--- src/rtl/clipped_line_rasterizer_unit_macros.svh ---
// Assertion macros shared by the clipped line rasterizer RTL.
// Depends on nothing; included by the top level only.
`ifndef CLIPPED_LINE_RASTERIZER_UNIT_MACROS_SVH
`define CLIPPED_LINE_RASTERIZER_UNIT_MACROS_SVH

// Same-cycle implication, checked at every rising clock edge outside reset.
`define CLR_ASSERT_IMPLY(label, clk, rst, ante, cons) \
   label: assert property (@(posedge clk) disable iff (rst) (ante) |-> (cons)) \
      else $error("clipped_line_rasterizer_unit: same-cycle check failed");

// Next-cycle implication, checked at every rising clock edge outside reset.
`define CLR_ASSERT_NEXT(label, clk, rst, ante, cons) \
   label: assert property (@(posedge clk) disable iff (rst) (ante) |=> (cons)) \
      else $error("clipped_line_rasterizer_unit: next-cycle check failed");

`endif

--- src/rtl/clr_pkg.sv ---
// Package for the clipped line rasterizer: field widths, register indexes,
// command and pixel records, and the side clamp. No dependencies.
package clr_pkg;

   // Field widths fixed by the command and result formats.
   localparam int COORD_W     = 6;
   localparam int SIDE_W      = 7;
   localparam int ADDR_W      = 12;
   localparam int COLOR_W     = 32;
   localparam int ERR_W       = COORD_W + 3;
   localparam int MAX_SIDE    = 64;
   localparam int REQ_TDATA_W = 56;
   localparam int RSP_TDATA_W = 56;

   // Command queue depth between front and walker.
   localparam int QUEUE_DEPTH = 2;

   // Control register port.
   localparam int CSR_INDEX_W = 1;
   localparam logic [CSR_INDEX_W-1:0] REG_SURFACE_WIDTH  = 1'd0;
   localparam logic [CSR_INDEX_W-1:0] REG_SURFACE_HEIGHT = 1'd1;
   localparam logic [SIDE_W-1:0] SIDE_RESET = SIDE_W'(MAX_SIDE);

   // One classified line command.
   typedef struct packed {
      logic [COORD_W-1:0] start_x;
      logic [COORD_W-1:0] start_y;
      logic [COORD_W-1:0] end_x;
      logic [COORD_W-1:0] end_y;
      logic [COORD_W-1:0] delta_x;
      logic [COORD_W-1:0] delta_y;
      logic               step_x_neg;
      logic               step_y_neg;
      logic [COLOR_W-1:0] color;
   } cmd_type;

   // One plotted point.
   typedef struct packed {
      logic [COORD_W-1:0] pixel_x;
      logic [COORD_W-1:0] pixel_y;
      logic [ADDR_W-1:0]  pixel_address;
      logic [COLOR_W-1:0] pixel_color;
      logic               inside_res;
      logic               last;
   } pixel_type;

   // Walker status seen by the top level.
   typedef struct packed {
      logic busy;
   } walk_status_type;

   // Sides above the surface maximum behave as the maximum.
   function automatic logic [SIDE_W-1:0] clamp_side(input logic [SIDE_W-1:0] side);
      clamp_side = (side > SIDE_W'(MAX_SIDE)) ? SIDE_W'(MAX_SIDE) : side;
   endfunction

endpackage

--- src/rtl/clr_front.sv ---
// Command front end: unpacks a line command and works out its deltas and
// step directions. Depends on clr_pkg.
module clr_front (
   input  logic                            req_tvalid,
   output logic                            req_tready,
   input  logic [clr_pkg::REQ_TDATA_W-1:0] req_tdata,
   output logic                            push_valid,
   input  logic                            push_ready,
   output clr_pkg::cmd_type                push_cmd
);

   logic [clr_pkg::COORD_W-1:0] sx;
   logic [clr_pkg::COORD_W-1:0] sy;
   logic [clr_pkg::COORD_W-1:0] ex;
   logic [clr_pkg::COORD_W-1:0] ey;

   // Unpack the command fields from the lowest bit up.
   assign sx = req_tdata[5:0];
   assign sy = req_tdata[11:6];
   assign ex = req_tdata[17:12];
   assign ey = req_tdata[23:18];

   // The command enters the queue in the cycle of its transfer.
   assign req_tready = push_ready;
   assign push_valid = req_tvalid;

   // Absolute deltas and step directions of the line.
   always_comb begin
      push_cmd            = '0;
      push_cmd.start_x    = sx;
      push_cmd.start_y    = sy;
      push_cmd.end_x      = ex;
      push_cmd.end_y      = ey;
      push_cmd.delta_x    = (ex > sx) ? ex - sx : sx - ex;
      push_cmd.delta_y    = (ey > sy) ? ey - sy : sy - ey;
      push_cmd.step_x_neg = !(sx < ex);
      push_cmd.step_y_neg = !(sy < ey);
      push_cmd.color      = req_tdata[55:24];
   end

endmodule

--- src/rtl/clr_cmd_queue.sv ---
// Short first-in first-out queue of classified line commands between the
// front end and the walker. Depends on clr_pkg.
module clr_cmd_queue #(
   parameter int DEPTH = clr_pkg::QUEUE_DEPTH
) (
   input  logic             clock,
   input  logic             reset,
   input  logic             push_valid,
   output logic             push_ready,
   input  clr_pkg::cmd_type push_cmd,
   output logic             pop_valid,
   input  logic             pop_ready,
   output clr_pkg::cmd_type pop_cmd
);

   localparam int PTR_W = (DEPTH > 1) ? $clog2(DEPTH) : 1;
   localparam int CNT_W = $clog2(DEPTH + 1);
   localparam logic [PTR_W-1:0] LAST_SLOT = PTR_W'(DEPTH - 1);
   localparam logic [CNT_W-1:0] FULL_COUNT = CNT_W'(DEPTH);

   clr_pkg::cmd_type slot_ff [DEPTH];
   logic [PTR_W-1:0] wr_ptr_ff, wr_ptr_in;
   logic [PTR_W-1:0] rd_ptr_ff, rd_ptr_in;
   logic [CNT_W-1:0] count_ff, count_in;
   logic push_fire;
   logic pop_fire;

   assign push_ready = (count_ff != FULL_COUNT);
   assign pop_valid  = (count_ff != '0);
   assign pop_cmd    = slot_ff[rd_ptr_ff];
   assign push_fire  = push_valid && push_ready;
   assign pop_fire   = pop_valid && pop_ready;

   // Pointer and fill count update.
   always_comb begin
      wr_ptr_in = wr_ptr_ff;
      rd_ptr_in = rd_ptr_ff;
      count_in  = count_ff;
      if (push_fire) begin
         wr_ptr_in = (wr_ptr_ff == LAST_SLOT) ? '0 : wr_ptr_ff + 1'b1;
      end
      if (pop_fire) begin
         rd_ptr_in = (rd_ptr_ff == LAST_SLOT) ? '0 : rd_ptr_ff + 1'b1;
      end
      if (push_fire && !pop_fire) begin
         count_in = count_ff + 1'b1;
      end else if (pop_fire && !push_fire) begin
         count_in = count_ff - 1'b1;
      end
   end

   always_ff @(posedge clock) begin
      if (reset) begin
         wr_ptr_ff <= '0;
         rd_ptr_ff <= '0;
         count_ff  <= '0;
      end else begin
         wr_ptr_ff <= wr_ptr_in;
         rd_ptr_ff <= rd_ptr_in;
         count_ff  <= count_in;
      end
   end

   // Storage slots carry payload only.
   always_ff @(posedge clock) begin
      if (push_fire) begin
         slot_ff[wr_ptr_ff] <= push_cmd;
      end
   end

endmodule

--- src/rtl/clr_walker.sv ---
// Line walker: steps the Bresenham error term one point per cycle unless
// stalled; registers each point, clip flag and address. Depends on clr_pkg.
module clr_walker (
   input  logic                         clock,
   input  logic                         reset,
   input  logic [clr_pkg::SIDE_W-1:0]   width_clamped,
   input  logic [clr_pkg::SIDE_W-1:0]   height_clamped,
   input  logic                         pop_valid,
   output logic                         pop_ready,
   input  clr_pkg::cmd_type             pop_cmd,
   output logic                         out_valid,
   input  logic                         out_ready,
   output clr_pkg::pixel_type           out_pixel,
   output clr_pkg::walk_status_type     status
);

   localparam int COORD_W = clr_pkg::COORD_W;
   localparam int ERR_W   = clr_pkg::ERR_W;
   localparam int ADDR_W  = clr_pkg::ADDR_W;

   logic                        busy_ff, busy_in;
   logic [COORD_W-1:0]          cx_ff, cx_in;
   logic [COORD_W-1:0]          cy_ff, cy_in;
   logic signed [ERR_W-1:0]     err_ff, err_in;
   clr_pkg::cmd_type            cmd_ff, cmd_in;
   logic                        out_valid_ff, out_valid_in;
   clr_pkg::pixel_type          out_pixel_ff, out_pixel_in;

   logic                        advance;
   logic                        done;
   logic                        load;
   logic                        in_bounds;
   logic signed [ERR_W:0]       e2;
   logic signed [ERR_W:0]       dx_s;
   logic signed [ERR_W:0]       dy_s;
   logic                        step_x;
   logic                        step_y;
   logic [ADDR_W:0]             addr_full;

   // A point moves out when the output register is free or being drained.
   assign advance   = busy_ff && (!out_valid_ff || out_ready);
   assign done      = (cx_ff == cmd_ff.end_x) && (cy_ff == cmd_ff.end_y);
   assign pop_ready = !busy_ff || (advance && done);
   assign load      = pop_valid && pop_ready;

   // Error-term step decisions.
   assign e2     = {err_ff, 1'b0};
   assign dx_s   = (ERR_W + 1)'(cmd_ff.delta_x);
   assign dy_s   = (ERR_W + 1)'(cmd_ff.delta_y);
   assign step_x = (e2 > -dy_s);
   assign step_y = (e2 < dx_s);

   // Clip test and linear address of the current point.
   assign in_bounds = ({1'b0, cx_ff} < width_clamped) && ({1'b0, cy_ff} < height_clamped);
   assign addr_full = (ADDR_W + 1)'(cy_ff * width_clamped) + (ADDR_W + 1)'(cx_ff);

   // Walker state: load a new line or take one step.
   always_comb begin
      busy_in = busy_ff;
      cx_in   = cx_ff;
      cy_in   = cy_ff;
      err_in  = err_ff;
      cmd_in  = cmd_ff;
      if (load) begin
         busy_in = 1'b1;
         cmd_in  = pop_cmd;
         cx_in   = pop_cmd.start_x;
         cy_in   = pop_cmd.start_y;
         err_in  = ERR_W'($signed({1'b0, pop_cmd.delta_x}))
                 - ERR_W'($signed({1'b0, pop_cmd.delta_y}));
      end else if (advance && done) begin
         busy_in = 1'b0;
      end else if (advance) begin
         if (step_x && step_y) begin
            err_in = err_ff - ERR_W'(dy_s) + ERR_W'(dx_s);
         end else if (step_x) begin
            err_in = err_ff - ERR_W'(dy_s);
         end else if (step_y) begin
            err_in = err_ff + ERR_W'(dx_s);
         end
         if (step_x) begin
            cx_in = cmd_ff.step_x_neg ? cx_ff - 1'b1 : cx_ff + 1'b1;
         end
         if (step_y) begin
            cy_in = cmd_ff.step_y_neg ? cy_ff - 1'b1 : cy_ff + 1'b1;
         end
      end
   end

   // Output register: loaded on a step, emptied by a transfer.
   always_comb begin
      out_valid_in = out_valid_ff;
      out_pixel_in = out_pixel_ff;
      if (advance) begin
         out_valid_in               = 1'b1;
         out_pixel_in.pixel_x       = cx_ff;
         out_pixel_in.pixel_y       = cy_ff;
         out_pixel_in.pixel_address = in_bounds ? addr_full[ADDR_W-1:0] : '0;
         out_pixel_in.pixel_color   = cmd_ff.color;
         out_pixel_in.inside_res    = in_bounds;
         out_pixel_in.last          = done;
      end else if (out_ready) begin
         out_valid_in = 1'b0;
      end
   end

   always_ff @(posedge clock) begin
      if (reset) begin
         busy_ff      <= 1'b0;
         out_valid_ff <= 1'b0;
      end else begin
         busy_ff      <= busy_in;
         out_valid_ff <= out_valid_in;
      end
   end

   always_ff @(posedge clock) begin
      cx_ff        <= cx_in;
      cy_ff        <= cy_in;
      err_ff       <= err_in;
      cmd_ff       <= cmd_in;
      out_pixel_ff <= out_pixel_in;
   end

   assign out_valid   = out_valid_ff;
   assign out_pixel   = out_pixel_ff;
   assign status.busy = busy_ff;

endmodule

--- src/rtl/clipped_line_rasterizer_unit.sv ---
// Top level of the clipped line rasterizer: surface registers, front end,
// command queue and line walker. Depends on clr_pkg and the macros header.
//
// Each accepted line command yields one result per point of its Bresenham
// line, start and end included: max(|end_x - start_x|, |end_y - start_y|) + 1
// results, 1 to 64. The walker produces one point per cycle when the result
// side keeps taking them; the next queued command is loaded in the same
// cycle as the last point of the current line moves to the output register.
// Up to QUEUE_DEPTH commands wait in the queue; until it is full, the command
// side keeps taking transfers while a line is drawn. Points outside the surface
// width or height are still delivered with inside_res low and address zero.
// Width and height above 64 act as 64; write them only while the block is idle.
`include "clipped_line_rasterizer_unit_macros.svh"

module clipped_line_rasterizer_unit #(
   parameter int QUEUE_DEPTH = clr_pkg::QUEUE_DEPTH
) (
   input  logic                            clock,
   input  logic                            reset,
   // Command channel. tdata: start_x[5:0], start_y[11:6], end_x[17:12],
   // end_y[23:18], draw_color[55:24].
   input  logic                            req_tvalid,
   output logic                            req_tready,
   input  logic [clr_pkg::REQ_TDATA_W-1:0] req_tdata,
   // Point channel. tdata: pixel_x[5:0], pixel_y[11:6],
   // pixel_address[23:12], pixel_color[55:24].
   output logic                            rsp_tvalid,
   input  logic                            rsp_tready,
   output logic [clr_pkg::RSP_TDATA_W-1:0] rsp_tdata,
   output logic                            rsp_tuser,   // inside_res[0]
   output logic                            rsp_tlast,
   // Register write channel.
   input  logic                            csr_valid,
   output logic                            csr_ready,
   input  logic [clr_pkg::CSR_INDEX_W-1:0] csr_index,
   input  logic [clr_pkg::SIDE_W-1:0]      csr_data
);

   logic [clr_pkg::SIDE_W-1:0] width_ff, width_in;
   logic [clr_pkg::SIDE_W-1:0] height_ff, height_in;
   logic [clr_pkg::SIDE_W-1:0] width_clamped;
   logic [clr_pkg::SIDE_W-1:0] height_clamped;

   logic                       push_valid;
   logic                       push_ready;
   clr_pkg::cmd_type           push_cmd;
   logic                       pop_valid;
   logic                       pop_ready;
   clr_pkg::cmd_type           pop_cmd;
   clr_pkg::pixel_type         pixel;
   clr_pkg::walk_status_type   walk_status;

   // Surface registers; writes are always taken.
   assign csr_ready = 1'b1;

   always_comb begin
      width_in  = width_ff;
      height_in = height_ff;
      if (csr_valid) begin
         case (csr_index)
            clr_pkg::REG_SURFACE_WIDTH:  width_in  = csr_data;
            clr_pkg::REG_SURFACE_HEIGHT: height_in = csr_data;
            default: begin
               width_in  = width_ff;
               height_in = height_ff;
            end
         endcase
      end
   end

   always_ff @(posedge clock) begin
      if (reset) begin
         width_ff  <= clr_pkg::SIDE_RESET;
         height_ff <= clr_pkg::SIDE_RESET;
      end else begin
         width_ff  <= width_in;
         height_ff <= height_in;
      end
   end

   assign width_clamped  = clr_pkg::clamp_side(width_ff);
   assign height_clamped = clr_pkg::clamp_side(height_ff);

   // Front end, queue and walker.
   clr_front u_front (
      .req_tvalid (req_tvalid),
      .req_tready (req_tready),
      .req_tdata  (req_tdata),
      .push_valid (push_valid),
      .push_ready (push_ready),
      .push_cmd   (push_cmd)
   );

   clr_cmd_queue #(
      .DEPTH (QUEUE_DEPTH)
   ) u_queue (
      .clock      (clock),
      .reset      (reset),
      .push_valid (push_valid),
      .push_ready (push_ready),
      .push_cmd   (push_cmd),
      .pop_valid  (pop_valid),
      .pop_ready  (pop_ready),
      .pop_cmd    (pop_cmd)
   );

   clr_walker u_walker (
      .clock          (clock),
      .reset          (reset),
      .width_clamped  (width_clamped),
      .height_clamped (height_clamped),
      .pop_valid      (pop_valid),
      .pop_ready      (pop_ready),
      .pop_cmd        (pop_cmd),
      .out_valid      (rsp_tvalid),
      .out_ready      (rsp_tready),
      .out_pixel      (pixel),
      .status         (walk_status)
   );

   // Pack the point onto the result channel.
   assign rsp_tdata = {pixel.pixel_color, pixel.pixel_address, pixel.pixel_y, pixel.pixel_x};
   assign rsp_tuser = pixel.inside_res;
   assign rsp_tlast = pixel.last;

   // A clipped point carries a zero address.
   `CLR_ASSERT_IMPLY(a_clipped_addr_zero, clock, reset, rsp_tvalid && !rsp_tuser, rsp_tdata[23:12] == '0)
   // An inside point lies within the clamped surface.
   `CLR_ASSERT_IMPLY(a_inside_in_bounds, clock, reset, rsp_tvalid && rsp_tuser, ({1'b0, rsp_tdata[5:0]} < width_clamped) && ({1'b0, rsp_tdata[11:6]} < height_clamped))
   // An inside point's address matches its row and column.
   `CLR_ASSERT_IMPLY(a_inside_addr, clock, reset, rsp_tvalid && rsp_tuser, rsp_tdata[23:12] == clr_pkg::ADDR_W'(rsp_tdata[11:6] * width_clamped + clr_pkg::ADDR_W'(rsp_tdata[5:0])))
   // An accepted command is held either in the queue or by the walker.
   `CLR_ASSERT_NEXT(a_cmd_held, clock, reset, req_tvalid && req_tready, pop_valid || walk_status.busy)

endmodule
--- config.mk ---
export PLATFORM = sky130hd
export DESIGN_NAME = clipped_line_rasterizer_unit
export DESIGN_NICKNAME = d
export VERILOG_FILES = /design/src/rtl/clr_pkg.sv /design/src/rtl/clr_front.sv /design/src/rtl/clr_cmd_queue.sv /design/src/rtl/clr_walker.sv /design/src/rtl/clipped_line_rasterizer_unit.sv
export VERILOG_INCLUDE_DIRS = /design/src /design/src/rtl
export SDC_FILE = /design/constraint.sdc
export NUM_CORES = 1
export LEC_CHECK = 0
export ABC_AREA = 0
export BUFFER_PORTS_ARGS = -buffer_cell sky130_fd_sc_hd__buf_4
export CORE_ASPECT_RATIO = 1.75
export CORE_MARGIN = 4
export CORE_UTILIZATION = 36
export DETAILED_ROUTE_END_ITERATION = 8
export GPL_TIMING_DRIVEN = 0
export PLACE_DENSITY_LB_ADDON = 0.3
export SYNTH_ARGS = -nofsm -noshare
export SYNTH_HDL_FRONTEND = slang
export SYNTH_HIERARCHICAL = 1
export SYNTH_SLANG_ARGS = --single-unit
--- constraint.sdc ---
create_clock -name clock -period 6.55 [get_ports clock]
set_clock_uncertainty 0.05 [all_clocks]
set_input_delay 0.3275 -clock clock [delete_from_list [all_inputs] [get_ports clock]]
set_output_delay 0.3275 -clock clock [all_outputs]
set_load 0.1 [all_outputs]
==> impl_metrics.json, run 1 <==
{
  "ys_seq_area_share_pct": 55.3,
  "holdCritStartpoint": "csr_data[2]",
  "cts-resized-gates": 0,
  "grt_pass1_vias": 10100,
  "yosysTopAreaCellShare_pct": 52.6,
  "syn2layout_area_growth_pct": 19.8,
  "worst_pin_slew_ps": 931,
  "required_ps": 6820,
  "gp_congestion": 0.838,
  "num_vias": 9469,
  "p_per_area_mw_per_mm2": 483,
  "setup-violations-final": 0,
  "io_pins": 130,
  "cts_tree": "yes",
  "post-route-period-util_pct": 77.8,
  "post-route-min-period_ps": 5090,
  "root_buffer": "clkbuf_16",
  "outcome": "completed",
  "critPathKind": "flop to flop",
  "antenna_found_initial": 0,
  "grt_overflow": 0,
  "dpl.hpwl_mm": 24.6,
  "std_cell_rows": 101,
  "drtIter0Drc": 458,
  "ant_nets": 0,
  "ys_top_cells_by_area": "edfxtp_1 53%, ha_1 8.8%, mux2_2 5.1%, fa_1 4.2%, buf_4 2.8%",
  "avgSynthCellArea_sq_um": 13.2,
  "maxSlewHeadroom_pct": 37.5,
  "initial_utilization_pct": 36.5,
  "insertedDiodeCount": 0,
  "core_area_sq_mm": 0.0433,
  "yosysWarnings": 6,
  "setup_slack_ps": 1460,
  "synth_top_cell_by_area": "edfxtp_1",
  "ys_ff_latch": 298,
  "wl_per_cell_um": 16.7,
  "die_h_um": 285,
  "cts_made_buffers": 30,
  "cap_viol_max_count": 0,
  "rsz0062_at_grt": "no",
  "final_common_cell": "edfxtp_1",
  "multiInputGateArea_sq_mm": 0.00606,
  "drc": 0,
  "fillCellCount": 3925,
  "leakage_nw": 7.64,
  "die_area_sq_mm": 0.0474,
  "drt_first_pass_iters": 4,
  "port_buffers": 95,
  "synth_edf_count": 277,
  "clock_latency_ps": 570,
  "synth.cell_area_sq_mm": 0.0158,
  "wl_mm": 32.9,
  "seqCellArea_sq_mm": 0.00874,
  "synthCells": 1199,
  "grt_start_max_net_pins": 43,
  "nets": 1600,
  "grt_usage_pct": 13.7,
  "max_freq_mhz": 196,
  "place_area_sq_mm": 0.0174,
  "ir_drop_v": 0.000304,
  "slew_viol_final": 0,
  "synthArstFlopShare_pct": 0,
  "rr_startpoint": "width_ff[6]$_SDFFE_PP1P_",
  "arrival_ps": 5360,
  "finalHoldViolCount": 0,
  "end_kind": "flop",
  "synth_nets": 1412,
  "ys_types": 71,
  "yosys_most_used_dff": "edfxtp_1",
  "clk_pin_slew_ps": 60,
  "layout_common_cells": "277 x edfxtp_1, 154 x buf_4, 115 x inv_1",
  "routed_via_density": 4.80,
  "dp_worst_setup_slack_ps": 1410,
  "holdWs_ps": 26.5,
  "min_path_type": "input port to flop",
  "worstSetupStartpointType": "flop",
  "critPathMaxFanout": 8,
  "final_cell_area_sq_mm": 0.0189,
  "cp-startpoint": "width_ff[6]$_SDFFE_PP1P_",
  "cts_buffer_depth": 3,
  "drive_gt1_share_pct": 22.5,
  "grt_pass1_wl_mm": 52.8,
  "die_w_um": 166,
  "htree_levels": 1,
  "cts_num_sinks": 298
}
area by class of cell:
class / count / area share, %
tap: 566 / 3.74
buffer: 85 / 3.07
inverter: 117 / 2.33
sequential: 298 / 46.2
multi-input combinational: 699 / 32.0
clock inverter: 20 / 1.26
timing repair buffer: 156 / 7.41
clock buffer: 33 / 4.02
flip-flops by register name, summed over array words and instances (netlist names), named ones only:
name	cells
u_queue/wr_ptr_ff	1
u_walker/cy_ff	6
u_walker/cmd_ff	58
u_queue/slot_ff	140
u_walker/out_valid	1
u_walker/status	1
u_walker/cx_ff	6
u_queue/count_ff	2
u_queue/rd_ptr_ff	1
width_ff	7
u_walker/out_pixel	58
height_ff	7
u_walker/err_ff	9
path summary, 6_finish.rpt:
path	endpoint	cells after the start	slack (ps)
setup / recovery	u_walker/out_pixel[45]$_SDFFCE_PN0P_	16	1460
hold / removal	height_ff[2]$_SDFFE_PP0P_	3	30
setup reg to reg	u_walker/out_pixel[45]$_SDFFCE_PN0P_	16	1460
hold reg to reg	u_walker/out_pixel[18]$_DFFE_PP_	0	370
synth_stat cells (11+ instances only):
cell / count
edfxtp_1: 277
inv_1: 116
ha_1: 111
mux2_2: 71
buf_4: 59
nor2_1: 58
a21oi_1: 49
xnor2_1: 38
fa_1: 33
mux2i_1: 32
nand2_1: 30
nand2b_1: 26
and2_1: 25
a21o_1: 22
nor2b_1: 22
dfxtp_1: 21
xor2_1: 20
o21ai_0: 19
nor3_1: 14
buf_2: 12
clkbuf_1: 11
metal layers:
metal / GRT usage (%) / part of all wire [%]
met2: 27.2 / 56
met3: 2.21 / 3.9
met1: 14.5 / 38
met5: 0 / 0
met4: 4.32 / 2.7
stage by stage:
stage / std cells / total power, mW / setup TNS (ps) / util, %
floorplan: 1199 / 6.36 / 0 / -
global placement: 1860 / 7.35 / -7430 / 39.7
detailed placement: 1865 / 7.45 / 0 / 40.1
CTS: 1974 / 9.25 / 0 / 43.7
global route: 1974 / 9.73 / 0 / 43.7
finish: 1974 / 9.14 / 0 / 43.7
where the power goes:
group / internal, mW / switching [mW]
clock: 1.00 / 0.731
sequential: 2.83 / 0.316
combinational: 1.53 / 2.73
cell families (layout without fill, tap and decap cells):
kind of cell	Yosys count	in the layout	synth area share [%]
AND/OR/NAND/NOR	219	219	7.40
multiplexers	104	104	7.18
flip-flops	298	298	55.3
other	1	1	0.0237
adder cells (fa/ha/maj)	144	144	13.0
buffers and inverters	202	411	6.44
AO/OA/AOI/OAI	173	173	7.48
XOR/XNOR	58	58	3.21
what timing repair did:
item	CTS	global route
hold buffers	56	0
setup buffers	0	0
endpoints found under the hold margin	110	0
critical path: stages (launching register included):
cell	delay, ps
dfxtp_1	390
nor2b_1	520
nand2_1	160
fa_1	530
fa_1	550
inv_1	60
fa_1	530
inv_1	50
fa_1	490
inv_1	40
ha_1	310
inv_1	100
o21bai_1	110
a2111o_1	470
a41oi_1	280
xnor2_1	140
nor2_1	50
No activity file was read; power rests on OpenSTA's default activity.
==> inputs of run 2 (changes only) <==
ABC_AREA = 1   (was 0)
clock period = 5 ns   (was 6.55 ns; I/O delays follow)
==> run 2 against run 1 <==
Compared with the run above: flip-flop and latch count did not move; sequential share of layout area down 2.6 points; global-route usage grew 0.54 points; register-to-register slack got worse by 1100 ps; area after synthesis grew 6.5%; final area is 6.0% higher; synthesized cell count is 26% higher; largest cell class unchanged.
==> impl_metrics.json, run 2 <==
{
  "critPathKind": "flop to flop",
  "largest_reg_flops": 140,
  "wl_mm": 35.6,
  "drc": 0,
  "insertedDiodeCount": 0,
  "end_kind": "flop",
  "ir_drop_v": 0.000364,
  "avgSynthCellArea_sq_um": 11.1,
  "ys_types": 46,
  "ys_seq_area_share_pct": 51.9,
  "htree_levels": 1,
  "grt_overflow": 0,
  "post-route-period-util_pct": 93.4,
  "switching_power_mw": 5.93,
  "critPathMaxFanout": 5,
  "post-route-min-period_ps": 4670,
  "gp_congestion": 0.867,
  "cap_viol_max_count": 0,
  "drt_first_pass_iters": 5,
  "synth_top_cell_by_area": "edfxtp_1",
  "yosys_most_used_dff": "edfxtp_1",
  "p_seq_share_pct": 31.4,
  "p_total_mw": 13.6,
  "place_area_sq_mm": 0.0184,
  "clk_pin_slew_ps": 60,
  "final_cell_area_sq_mm": 0.0201,
  "fillCellCount": 4309,
  "layout_common_cells": "277 x edfxtp_1, 257 x nand2_1, 235 x inv_1",
  "syn2layout_area_growth_pct": 19.3,
  "root_buffer": "clkbuf_16",
  "synth_edf_count": 277,
  "pwr-share-clk_pct": 16.4,
  "wl_per_cell_um": 15.4,
  "worst_pin_slew_ps": 843,
  "internal_power_mw": 7.62,
  "slew_viol_final": 0,
  "p_comb_share_pct": 52.2,
  "setup_slack_ps": 332,
  "synth_nets": 1722,
  "core_area_sq_mm": 0.0461,
  "grt_pass1_wl_mm": 56.8,
  "die_area_sq_mm": 0.0504,
  "nets": 1921,
  "top_register": "u_queue/slot_ff",
  "synth.cell_area_sq_mm": 0.0168,
  "cts_num_sinks": 298,
  "drtIter0Drc": 354,
  "required_ps": 5260,
  "yosysMostFrequentCell": "edfxtp_1",
  "worstSetupStartpointType": "flop",
  "leakage_nw": 8.84,
  "die_h_um": 294,
  "initial_utilization_pct": 36.5,
  "cts_tree": "yes",
  "synth_top_cells_by_count": "277 x edfxtp_1, 257 x nand2_1, 236 x inv_1, 111 x ha_1, 86 x nor2_1",
  "synthCells": 1509,
  "ant_nets": 0,
  "yosysWarnings": 6,
  "num_vias": 10700,
  "grt_usage_pct": 14.2,
  "rsz0062_at_grt": "no",
  "port_buffers": 95,
  "arrival_ps": 4930,
  "ys_ff_latch": 298,
  "antenna_found_initial": 0,
  "yosysTopAreaCellShare_pct": 49.4,
  "fin_setup_tns_ps": 0,
  "grt_start_max_net_pins": 68,
  "outcome": "completed",
  "synthArstFlopShare_pct": 0,
  "cts_made_buffers": 29,
  "cts_buffer_depth": 3,
  "die_w_um": 171,
  "std_cell_rows": 104,
  "dp_worst_setup_slack_ps": -120,
  "swShare_pct": 43.7,
  "clock_latency_ps": 570,
  "ys_top_cells_by_area": "edfxtp_1 49%, ha_1 8.3%, mux2_4 6.2%, nand2_1 5.7%, inv_1 5.3%",
  "io_pins": 130,
  "dpl.hpwl_mm": 27.3,
  "finalHoldViolCount": 0,
  "drive_gt1_share_pct": 20.6,
  "min_path_type": "input port to flop",
  "p_per_area_mw_per_mm2": 675,
  "grt_pass1_vias": 11100,
  "routed_via_density": 4.61,
  "max_freq_mhz": 214,
  "final_common_cell": "edfxtp_1",
  "maxSlewHeadroom_pct": 43.8,
  "setup-violations-final": 0
}
run 2: path summary, 6_finish.rpt:
path | start | to | slack, ps | cells past startpoint
worst min-delay path | csr_index | height_ff[1]$_SDFFE_PP0P_ | 60 | 4
worst min register to register | u_walker/cmd_ff[10]$_DFFE_PP_ | u_walker/out_pixel[12]$_DFFE_PP_ | 360 | 0
worst max register to register | width_ff[3]$_SDFFE_PP0P_ | u_walker/out_pixel[43]$_SDFFCE_PN0P_ | 330 | 20
worst max-delay path | width_ff[3]$_SDFFE_PP0P_ | u_walker/out_pixel[43]$_SDFFCE_PN0P_ | 330 | 20
run 2: logic make-up (layout without fill, tap and decap cells):
logic type                 count (synthesis)  after routing  synth area share [%]
adders and majority gates                144            144                  12.2
muxes                                     70             70                  6.25
buffers and inverters                    328            550                  9.73
xor gates and xnor gates                  52             52                  2.71
other                                      1              1                0.0223
AOI/OAI and AO/OA                        132            132                  4.36
DFF                                      298            298                  51.9
and+or+nand+nor                          484            484                  12.8
run 2: per-layer routing:
layer	GRT usage, %	vias to the layer above	wire length [um]
li1	-	5366	-
met1	14.2	5006	12600
met2	28.4	216	19900
met3	1.90	87	1300
met4	6.34	0	1710
met5	0	-	0
run 2: critical path: stages (launching register included):
cell and delay [ps]:
dfxtp_1 320, nor2_1 110, nand3_1 170, a21oi_4 230, nand2_1 100, fa_1 510, fa_1 540, inv_1 60
fa_1 540, inv_1 60, fa_1 490, inv_1 40, ha_1 350, nand2_1 110, inv_1 60, a21oi_2 160
nor2_1 70, o21ai_0 150, nand2_1 90, o21ai_0 140, a21oi_1 60
run 2: final cells by class:
cell class / count / area [sq um] / share of cell area (%)
plain buffers: 86 / 723 / 3.61
clock buffers: 34 / 744 / 3.71
inverters: 241 / 910 / 4.53
well taps: 583 / 729 / 3.64
clock inverters: 20 / 228 / 1.14
repair buffers: 169 / 1500 / 7.48
flip-flops and latches: 298 / 8740 / 43.6
multi-input cells: 883 / 6480 / 32.3
run 2: through the flow:
stage | utilization (%) | std cells | hold WS, ps
after floorplan | - | 1509 | 269
after global placement | 39.6 | 2187 | 353
after detailed placement | 39.9 | 2192 | 355
after CTS | 43.5 | 2314 | 15.7
after global routing | 43.5 | 2314 | 80.3
final | 43.5 | 2314 | 58.9
run 2: timing repair:
action                                 in CTS  in global routing
setup endpoints to repair                   1                  4
gates resized for setup                     2                  5
endpoints found under the hold margin     130                  0
pin swaps                                   0                  1
setup buffers                               0                  1
hold buffers                               68                  0
run 2: power by group through the flow:
stage / Clock [mW] / Combinational, mW / Sequential (mW)
floorplan: 0 / 4.33 / 5.37
global placement: 0 / 6.96 / 4.35
detailed placement: 0 / 7.09 / 4.32
CTS: 2.31 / 7.18 / 4.27
global route: 2.41 / 7.82 / 4.34
finish: 2.23 / 7.07 / 4.26
==> inputs of run 3 (changes only) <==
CTS_BUF_LIST = sky130_fd_sc_hd__clkbuf_4 sky130_fd_sc_hd__clkbuf_8   (was unset)
clock period = 4.2 ns   (was 5 ns; I/O delays follow)
==> run 3 against run 2 <==
Compared with the run above: the run now ends with setup timing left; sequential power grew 19%; die area is the same; utilization grew 0.55 points; hold slack gained 63 ps; final cell count grew 2.0%; critical path type unchanged.
==> impl_metrics.json, run 3 (synthesis results as in run 2) <==
{
  "rr_startpoint": "width_ff[1]$_SDFFE_PP0P_",
  "violations": "setup timing",
  "finalHoldViolCount": 0,
  "reg2regPathDepth": 20,
  "final_cell_area_sq_mm": 0.0203,
  "leakage_nw": 8.94,
  "cts_made_buffers": 44,
  "die_h_um": 294,
  "core_area_sq_mm": 0.0461,
  "min_path_type": "input port to flop",
  "num_vias": 10900,
  "htree_levels": 2,
  "drtIter0Drc": 354,
  "hold_end": "u_queue/wr_ptr_ff$_SDFFE_PP0P_",
  "clock_latency_ps": 590,
  "r2r-end": "u_walker/out_pixel[45]$_SDFFCE_PN0P_",
  "outcome": "finished, violations left",
  "critPathMaxFanout": 5,
  "arrival_ps": 4510,
  "largest_reg_flops": 140,
  "antenna_found_initial": 1,
  "wl_per_cell_um": 15.5,
  "ant_nets": 0,
  "grt_overflow": 0,
  "post-route-min-period_ps": 4220,
  "holdCritStartpoint": "req_tvalid",
  "gp_congestion": 0.874,
  "layout_common_cells": "277 x edfxtp_1, 253 x nand2_1, 232 x inv_1",
  "slew_viol_final": 0,
  "drive_gt1_share_pct": 23.9,
  "worst_pin_slew_ps": 835,
  "fin_setup_tns_ps": -17.3,
  "end_kind": "flop",
  "die_area_sq_mm": 0.0504,
  "setup-violations-final": 1,
  "syn2layout_area_growth_pct": 20.8,
  "port_buffers": 95,
  "post-route-period-util_pct": 100,
  "cap_viol_max_count": 0,
  "wl_mm": 36.6,
  "ir_drop_v": 0.000367,
  "required_ps": 4500,
  "final_common_cell": "edfxtp_1",
  "clk_pin_slew_ps": 70,
  "grt_pass1_vias": 11500,
  "setup_slack_ps": -17.3,
  "die_w_um": 171,
  "root_buffer": "clkbuf_8",
  "fillCellCount": 4330,
  "grt_usage_pct": 14.6,
  "worstSetupStartpointType": "flop",
  "routed_via_density": 4.62,
  "regToRegSetupSlack_ps": -20,
  "std_cell_rows": 104,
  "hold_depth": 4,
  "io_pins": 130,
  "cts_buffer_depth": 3,
  "cts_num_sinks": 298,
  "nets": 1956,
  "rsz0062_at_grt": "yes",
  "drt_first_pass_iters": 4,
  "top_register": "u_queue/slot_ff",
  "grt_pass1_wl_mm": 57.8,
  "initial_utilization_pct": 36.5,
  "maxSlewHeadroom_pct": 44.3,
  "dpl.hpwl_mm": 27.6,
  "critPathKind": "flop to flop",
  "max_freq_mhz": 237,
  "cts_tree": "yes",
  "holdWs_ps": 122,
  "grt_start_max_net_pins": 68,
  "p_per_area_mw_per_mm2": 787,
  "place_area_sq_mm": 0.0184,
  "drc": 0
}
[run 3: cell count changes in the layout (fill, tap and decap cells not counted), moves of 5 or more]
cell	before	now
nor2_1	82	75
ha_1	111	106
clkbuf_4	0	16
clkbuf_1	8	3
clkbuf_8	0	45
buf_4	159	173
clkbuf_16	29	0
dlygate4sd3_1	68	76
[run 3: power by group]
group | internal (mW) | switching [mW] | leakage, nW | total [mW]
logic | 3.09 | 5.52 | 5.69 | 8.61
clock network | 1.21 | 1.10 | 0.460 | 2.32
registers | 4.59 | 0.470 | 2.78 | 5.06
[run 3: metrics by stage]
step           total power, mW  setup slack [ps]  std cells  utilization [%]
2_1_floorplan             11.6              4.14       1509                -
3_3_place_gp              13.4             -1940       2187             39.7
3_5_place_dp              13.6              -404       2192             40.0
4_1_cts                   16.2             -29.6       2358             43.9
5_1_grt                   17.2              -229       2361             44.1
6_report                  16.0             -17.3       2361             44.1
[run 3: worst max-delay path, cell delays in order (launching register included)]
cell and delay (ps):
dfxtp_2 330, nor2_2 110, nand3_2 140, a21oi_4 250
nand2_2 70, fa_1 450, fa_1 500, inv_2 40
fa_1 500, inv_1 50, fa_1 480, inv_2 40
ha_4 240, nand2_4 60, nor2_1 40, nor2_1 160
o221ai_1 130, nor2_1 150, nand2_1 70, nand2_1 60
nor2_1 40
[run 3: worst max path at each step]
stage                                     start                              endpoint  slack [ps]  cells past startpoint
6_report               width_ff[1]$_SDFFE_PP0P_  u_walker/out_pixel[45]$_SDFFCE_PN0P_         -20                     20
3_5_place_dp           width_ff[0]$_SDFFE_PP0P_  u_walker/out_pixel[43]$_SDFFCE_PN0P_        -400                     20
4_1_cts                width_ff[4]$_SDFFE_PP0P_  u_walker/out_pixel[43]$_SDFFCE_PN0P_         -30                     20
5_1_grt                width_ff[1]$_SDFFE_PP0P_  u_walker/out_pixel[43]$_SDFFCE_PN0P_        -230                     20
3_3_place_gp   u_queue/count_ff[0]$_SDFFE_PP0P_      u_queue/slot_ff[1][10]$_DFFE_PP_       -1940                      4
2_1_floorplan          width_ff[0]$_SDFFE_PP0P_  u_walker/out_pixel[42]$_SDFFCE_PN0P_           4                     18
[run 3: repair_timing]
action,in CTS,in global routing
pin swaps,19,11
gates resized for setup,33,15
hold endpoints to repair,133,0
setup endpoints to repair,6,6
hold buffers,76,0
setup buffers,11,2
[run 3: layout make-up]
| type | count | area (sq um) | area share (%) |
|---|---|---|---|
| Timing Repair Buffer | 189 | 1690 | 8.32 |
| Multi-Input combinational cell | 883 | 6630 | 32.6 |
| Tap cell | 583 | 729 | 3.59 |
| Clock buffer | 61 | 739 | 3.64 |
| Buffer | 86 | 737 | 3.63 |
| Clock inverter | 19 | 131 | 0.647 |
| Inverter | 241 | 910 | 4.48 |
| Sequential cell | 298 | 8750 | 43.1 |
| Antenna cell | 1 | 2.50 | 0.0123 |
[run 3: per-layer routing]
metal | GRT usage (%) | up-vias | part of all wire (%)
li1 | - | 5456 | -
met1 | 14.1 | 5112 | 35
met2 | 29.0 | 239 | 56
met3 | 2.51 | 101 | 4.1
met4 | 7.06 | 0 | 5.0
met5 | 0 | - | 0
